File: config.mk
export PLATFORM = sky130hd
export DESIGN_NAME = ubh_divider
export DESIGN_NICKNAME = d
export VERILOG_FILES = /design/src/hw/rtl/ubh_pkg.sv /design/src/hw/rtl/ubh_divider.sv
export SDC_FILE = /design/constraint.sdc
export NUM_CORES = 1
export LEC_CHECK = 0
export ABC_AREA = 1
export BUFFER_PORTS_ARGS = -buffer_cell sky130_fd_sc_hd__clkbuf_2
export CORE_MARGIN = 4
export CORE_UTILIZATION = 50
export DETAILED_ROUTE_END_ITERATION = 12
export GPL_TIMING_DRIVEN = 0
export PLACE_DENSITY = 0.68
export SYNTH_ARGS = -nofsm -noshare
export SYNTH_HDL_FRONTEND = slang
export SYNTH_SLANG_ARGS = --single-unit
export TNS_END_PERCENT = 50
File: constraint.sdc
create_clock -name clk -period 5.3 [get_ports clk]
set_input_delay 1.06 -clock clk [delete_from_list [all_inputs] [get_ports clk]]
set_output_delay 1.06 -clock clk [all_outputs]
set_load 0.05 [all_outputs]
File: src/hw/rtl/ubh_pkg.sv
// Shared types, widths and codes of the uniform bin histogram unit.
`default_nettype none

package ubh_pkg;

    localparam int MODE_W    = 2;
    localparam int SAMPLE_W  = 24;
    localparam int BIN_W     = 10;
    localparam int COUNT_W   = 32;
    localparam int LB_W      = 24;
    localparam int BW_W      = 23;
    localparam int NB_W      = 11;
    localparam int CFG_IDX_W = 2;
    localparam int CFG_DATA_W = 24;

    // Difference of two 24-bit signed values, and the signed bin number.
    localparam int DIFF_W = SAMPLE_W + 1;
    localparam int Q_W    = DIFF_W + 1;

    // Divider operand widths.
    localparam int DVD_W = SAMPLE_W;
    localparam int DVS_W = BW_W;

    localparam int DEF_MAX_BINS = 1024;

    localparam logic [LB_W-1:0] LB_RESET = 24'd0;
    localparam logic [BW_W-1:0] BW_RESET = 23'd256;
    localparam logic [NB_W-1:0] NB_RESET = 11'd100;
    localparam logic            TR_RESET = 1'b0;

    typedef enum logic [MODE_W-1:0] {
        MODE_ADD   = 2'd0,
        MODE_READ  = 2'd1,
        MODE_CLEAR = 2'd2
    } mode_t;

    typedef enum logic [CFG_IDX_W-1:0] {
        CFG_LOWER_BOUND = 2'd0,
        CFG_BIN_WIDTH   = 2'd1,
        CFG_NUM_BINS    = 2'd2,
        CFG_TRUNCATE    = 2'd3
    } cfg_index_t;

    typedef struct packed {
        logic [MODE_W-1:0]          mode;
        logic signed [SAMPLE_W-1:0] sample;
        logic [BIN_W-1:0]           bin_index;
    } hist_in_t;

    typedef struct packed {
        logic [BIN_W-1:0]   bin;
        logic               counted;
        logic [COUNT_W-1:0] count;
    } hist_out_t;

    typedef struct packed {
        logic             start;
        logic [DVD_W-1:0] dividend;
        logic [DVS_W-1:0] divisor;
    } div_req_t;

    typedef struct packed {
        logic             done;
        logic [DVD_W-1:0] quotient;
    } div_rsp_t;

endpackage

`default_nettype wire

File: src/hw/rtl/ubh_divider.sv
// Bit-serial restoring divider: one quotient bit per cycle.
`default_nettype none

module ubh_divider (
    input  wire              clk,
    input  wire              rst_n,
    input  ubh_pkg::div_req_t req,
    output ubh_pkg::div_rsp_t rsp
);
    import ubh_pkg::*;

    localparam int CNT_W = $clog2(DVD_W);

    logic             run_reg, run_next;
    logic             done_reg, done_next;
    logic [CNT_W-1:0] cnt_reg, cnt_next;
    logic [DVD_W-1:0] dvd_reg, dvd_next;
    logic [DVD_W-1:0] quo_reg, quo_next;
    logic [DVS_W-1:0] rem_reg, rem_next;
    logic [DVS_W-1:0] dvs_reg, dvs_next;

    logic [DVS_W:0]   trial;
    logic [DVS_W:0]   trial_sub;
    logic             fits;

    // Next dividend bit joins the partial remainder; subtract if it fits.
    assign trial     = {rem_reg, dvd_reg[DVD_W-1]};
    assign trial_sub = trial - {1'b0, dvs_reg};
    assign fits      = (trial >= {1'b0, dvs_reg});

    always_comb
    begin
        run_next  = run_reg;
        done_next = 1'b0;
        cnt_next  = cnt_reg;
        dvd_next  = dvd_reg;
        quo_next  = quo_reg;
        rem_next  = rem_reg;
        dvs_next  = dvs_reg;
        if (req.start)
        begin
            run_next = 1'b1;
            cnt_next = CNT_W'(DVD_W - 1);
            dvd_next = req.dividend;
            dvs_next = req.divisor;
            rem_next = '0;
            quo_next = '0;
        end
        else if (run_reg)
        begin
            dvd_next = {dvd_reg[DVD_W-2:0], 1'b0};
            quo_next = {quo_reg[DVD_W-2:0], fits};
            rem_next = fits ? trial_sub[DVS_W-1:0] : trial[DVS_W-1:0];
            if (cnt_reg == '0)
            begin
                run_next  = 1'b0;
                done_next = 1'b1;
            end
            else
            begin
                cnt_next = cnt_reg - CNT_W'(1);
            end
        end
    end

    always_ff @(posedge clk or negedge rst_n)
    begin
        if (!rst_n)
        begin
            run_reg  <= 1'b0;
            done_reg <= 1'b0;
            cnt_reg  <= '0;
        end
        else
        begin
            run_reg  <= run_next;
            done_reg <= done_next;
            cnt_reg  <= cnt_next;
        end
    end

    always_ff @(posedge clk)
    begin
        dvd_reg <= dvd_next;
        quo_reg <= quo_next;
        rem_reg <= rem_next;
        dvs_reg <= dvs_next;
    end

    assign rsp.done     = done_reg;
    assign rsp.quotient = quo_reg;

endmodule

`default_nettype wire

==> results.toml <==
[outcome]
outcome = "finished, final reports clean"

[routing]
drc = 0
drt-initial-drc-count = 287
drtAntennaViolNets = 0
vias_per_cell = 4.92
via_count = 5097
drt_wl_total_mm = 13.4
wl_per_cell_um = 12.9
first_pass_iters = 5

[sta]
worst_pin_slew_ps = 719
whs_ps = 468
report.final.slew_viol_count = 0
setup_viol = 0
finClkSkew_ps = 7.57
timing.final.crit_share = 0.538
tns_ps = 0
max_freq_mhz = 351
maxSlewHeadroom = 0.521
grt_setup_unrepaired = "false"
hold_violations = 0
fin_crit_ps = 2850

[floorplanning]
core_area_mm2 = 0.0114
rows = 39
die_h_um = 116
die_w_um = 116
die_area_mm2 = 0.0134
num_io_pins = 75
initial_core_util = 0.509

[final_layout]
final_area_mm2 = 0.00669
area_delta_synth_final_pct = 15.2
drive_gt1_frac = 0.140
n_antenna_cell = 0
final_nets = 964

[logic_synthesis]
yosys-top-cells-area = "edfxtp_1 (24%), nand2_1 (18%), dfxtp_1 (16%), inv_1 (9.9%), ha_1 (5.4%)"
synth_top_family_by_area = "simple AND/OR/NAND/NOR gates"
syn_inst = 803
synthSimpleGateAreaFrac = 0.323
synth_compound_area_frac = 0.0519
synth_top_area_cell = "edfxtp_1"
synth-adder-area-share = 0.0573
synth_edf_count = 47
synth_ff_type = "edfxtp_1"
synth.ff_latch_count = 101
synthXorXnorAreaFrac = 0.0136
yosysWarningCount = 0
synth.distinct_cells = 38
synth_top_area_share = 0.243
ys_seq_area_frac = 0.435
syn-num-nets = 879
syn_area_mm2 = 0.00581
synthMuxAreaShare = 0
avgSynthCellArea_um2 = 7.23
ys_async_sr_fraction = 0.0693

[placement]
dp_hpwl_mm = 10.2
io_buffers = 74
place.gp.congestion = 0.967
dpl-instance-area_mm2 = 0.00636

[worst_setup_path]
crit_chain = "clkbuf_2 -> buf_2 -> nor2_1 -> inv_1 -> buf_2"
cp_slowest_stage_delay_ps = 590
cp-end-kind = "flip-flop"
cp_slowest_cell = "buf_2"
arrival_ps = 2830
worst-path-max-fanout = 33
path_common_cell = "buf_2"
path_class = "primary input to flip-flop"
crit_required_ps = 5280
crit_path_start_kind = "primary input"

[grt]
grt_pass1_wl_mm = 22.2
grt.overflow.total = 0
grt-busiest-layer = "met2"
grtUsageTotal = 0.212
grt_pass1_vias = 4847
antenna_found_initial = 0
grt_max_degree = 34
use_met2 = 0.346
grtUsageMet3 = 0.0397
use_met1 = 0.278

[clock_tree]
cts_buffers = 9
cts.htree.levels = 3
cts_buffer_depth = 2
cts.clk_slew.worst_paths_ps = 70
postCtsSetupBuffers = 0
cts-root-buf = "clkbuf_16"
ctsHoldBuffers = 0
ctsResizeCount = 0
cts_tree = "yes"
clkLatencyLatePin_ps = 350
cts_sinks = 101

[power_and_ir_drop]
clock_power_share = 0.278
power_w = 0.00259
p_sw_frac = 0.364
p_switching_w = 0.000942
peakVddDrop_v = 0.000203
comb_power_share = 0.352
cellLeakagePower_nw = 3.53
power_density_mw_per_mm2 = 387
seq_power_share = 0.370
p_int_w = 0.00165

[job]
drv_cap = 0

[hold_path]
hp-class = "flip-flop to flip-flop"
[worst paths after layout]
| check | start | to | slack [ps] | cells after the start |
|---|---|---|---|---|
| worst max-delay path | req[47] | dvd_reg[13]$_DFFE_PP_ | 2450 | 5 |
| worst min-delay path | quo_reg[23]$_SDFFE_PP0P_ | quo_reg[23]$_SDFFE_PP0P_ | 470 | 2 |
| worst max register to register | dvd_reg[23]$_DFFE_PP_ | rem_reg[10]$_SDFFE_PP0P_ | 2870 | 15 |
| worst min register to register | quo_reg[23]$_SDFFE_PP0P_ | quo_reg[23]$_SDFFE_PP0P_ | 470 | 2 |
| max in group asynchronous | rst_n | run_reg$_DFF_PN0_ | 4600 | 1 |
| min in group asynchronous | rst_n | cnt_reg[3]$_DFFE_PN0P_ | 530 | 1 |
[synthesized netlist by cell type, types with 2 or more instances]
cell type,instances
ha_1,25
o21ai_0,11
inv_1,153
nor2_4,5
buf_4,3
a21oi_2,3
nand2_1,275
a21oi_1,11
nand4_1,7
nor3_1,2
o22ai_1,22
and2_1,2
nand2_2,9
dfrtp_1,7
nor2_2,3
nand3_2,3
nand2_4,2
xor2_1,8
buf_6,2
nand3_1,49
nand3b_1,2
clkbuf_1,5
edfxtp_1,47
dfxtp_1,47
nor2_1,80
buf_1,8
[cells by family (layout without fill, tap and decap cells)]
group / after synthesis / count (layout)
xor+xnor: 9 / 9
simple gates: 442 / 442
flops: 101 / 101
fa+ha+maj: 26 / 26
compound gates: 51 / 51
buf+inv: 174 / 264
[routing by layer]
metal  wire length (µm)  part of all wire  vias to the layer above
met5                  0                 0                        -
met4                317             0.024                        0
met3                926             0.069                       22
met2               6080              0.45                      140
met1               6090              0.45                     2277
li1                   -                 -                     2658
[power by group through the flow]
stage	registers, W	clock network (W)	logic (W)
global placement	0.000974	0	0.000891
finish	0.000960	0.000720	0.000912
global route	0.000971	0.000766	0.00104
floorplan	0.000979	0	0.000688
CTS	0.000960	0.000739	0.000909
detailed placement	0.000977	0	0.000905
[critical path: cells and delay by family]
family,cells,cell delay (ps)
buffers and inverters,4,1600
and+or+nand+nor,1,130
[metrics by stage]
stage	util	std cells	worst slack [ps]
after floorplan	-	803	2600
after global placement	0.557	1020	1380
after detailed placement	0.557	1020	2000
after CTS	0.586	1036	2380
after global routing	0.586	1036	2230
final	0.586	1036	2450
[area by class of cell]
type	instances	area, µm²
Buffer	20	115
Clock buffer	12	289
Clock inverter	4	43.8
Fill cell	1101	4730
Inverter	154	578
Multi-Input combinational cell	528	2590
Sequential cell	101	2530
Tap cell	143	179
Timing Repair Buffer	74	370
[cells in the final DEF, fill, tap and decap left out, types with 11 or more instances in the layout]
cell type	instances
clkbuf_2	74
dfxtp_1	47
o22ai_1	22
inv_1	153
nor2_1	80
ha_1	25
nand3_1	49
clkbuf_16	11
nand2_1	275
a21oi_1	11
edfxtp_1	47
o21ai_0	11
(Power assumes the default switching activity.)
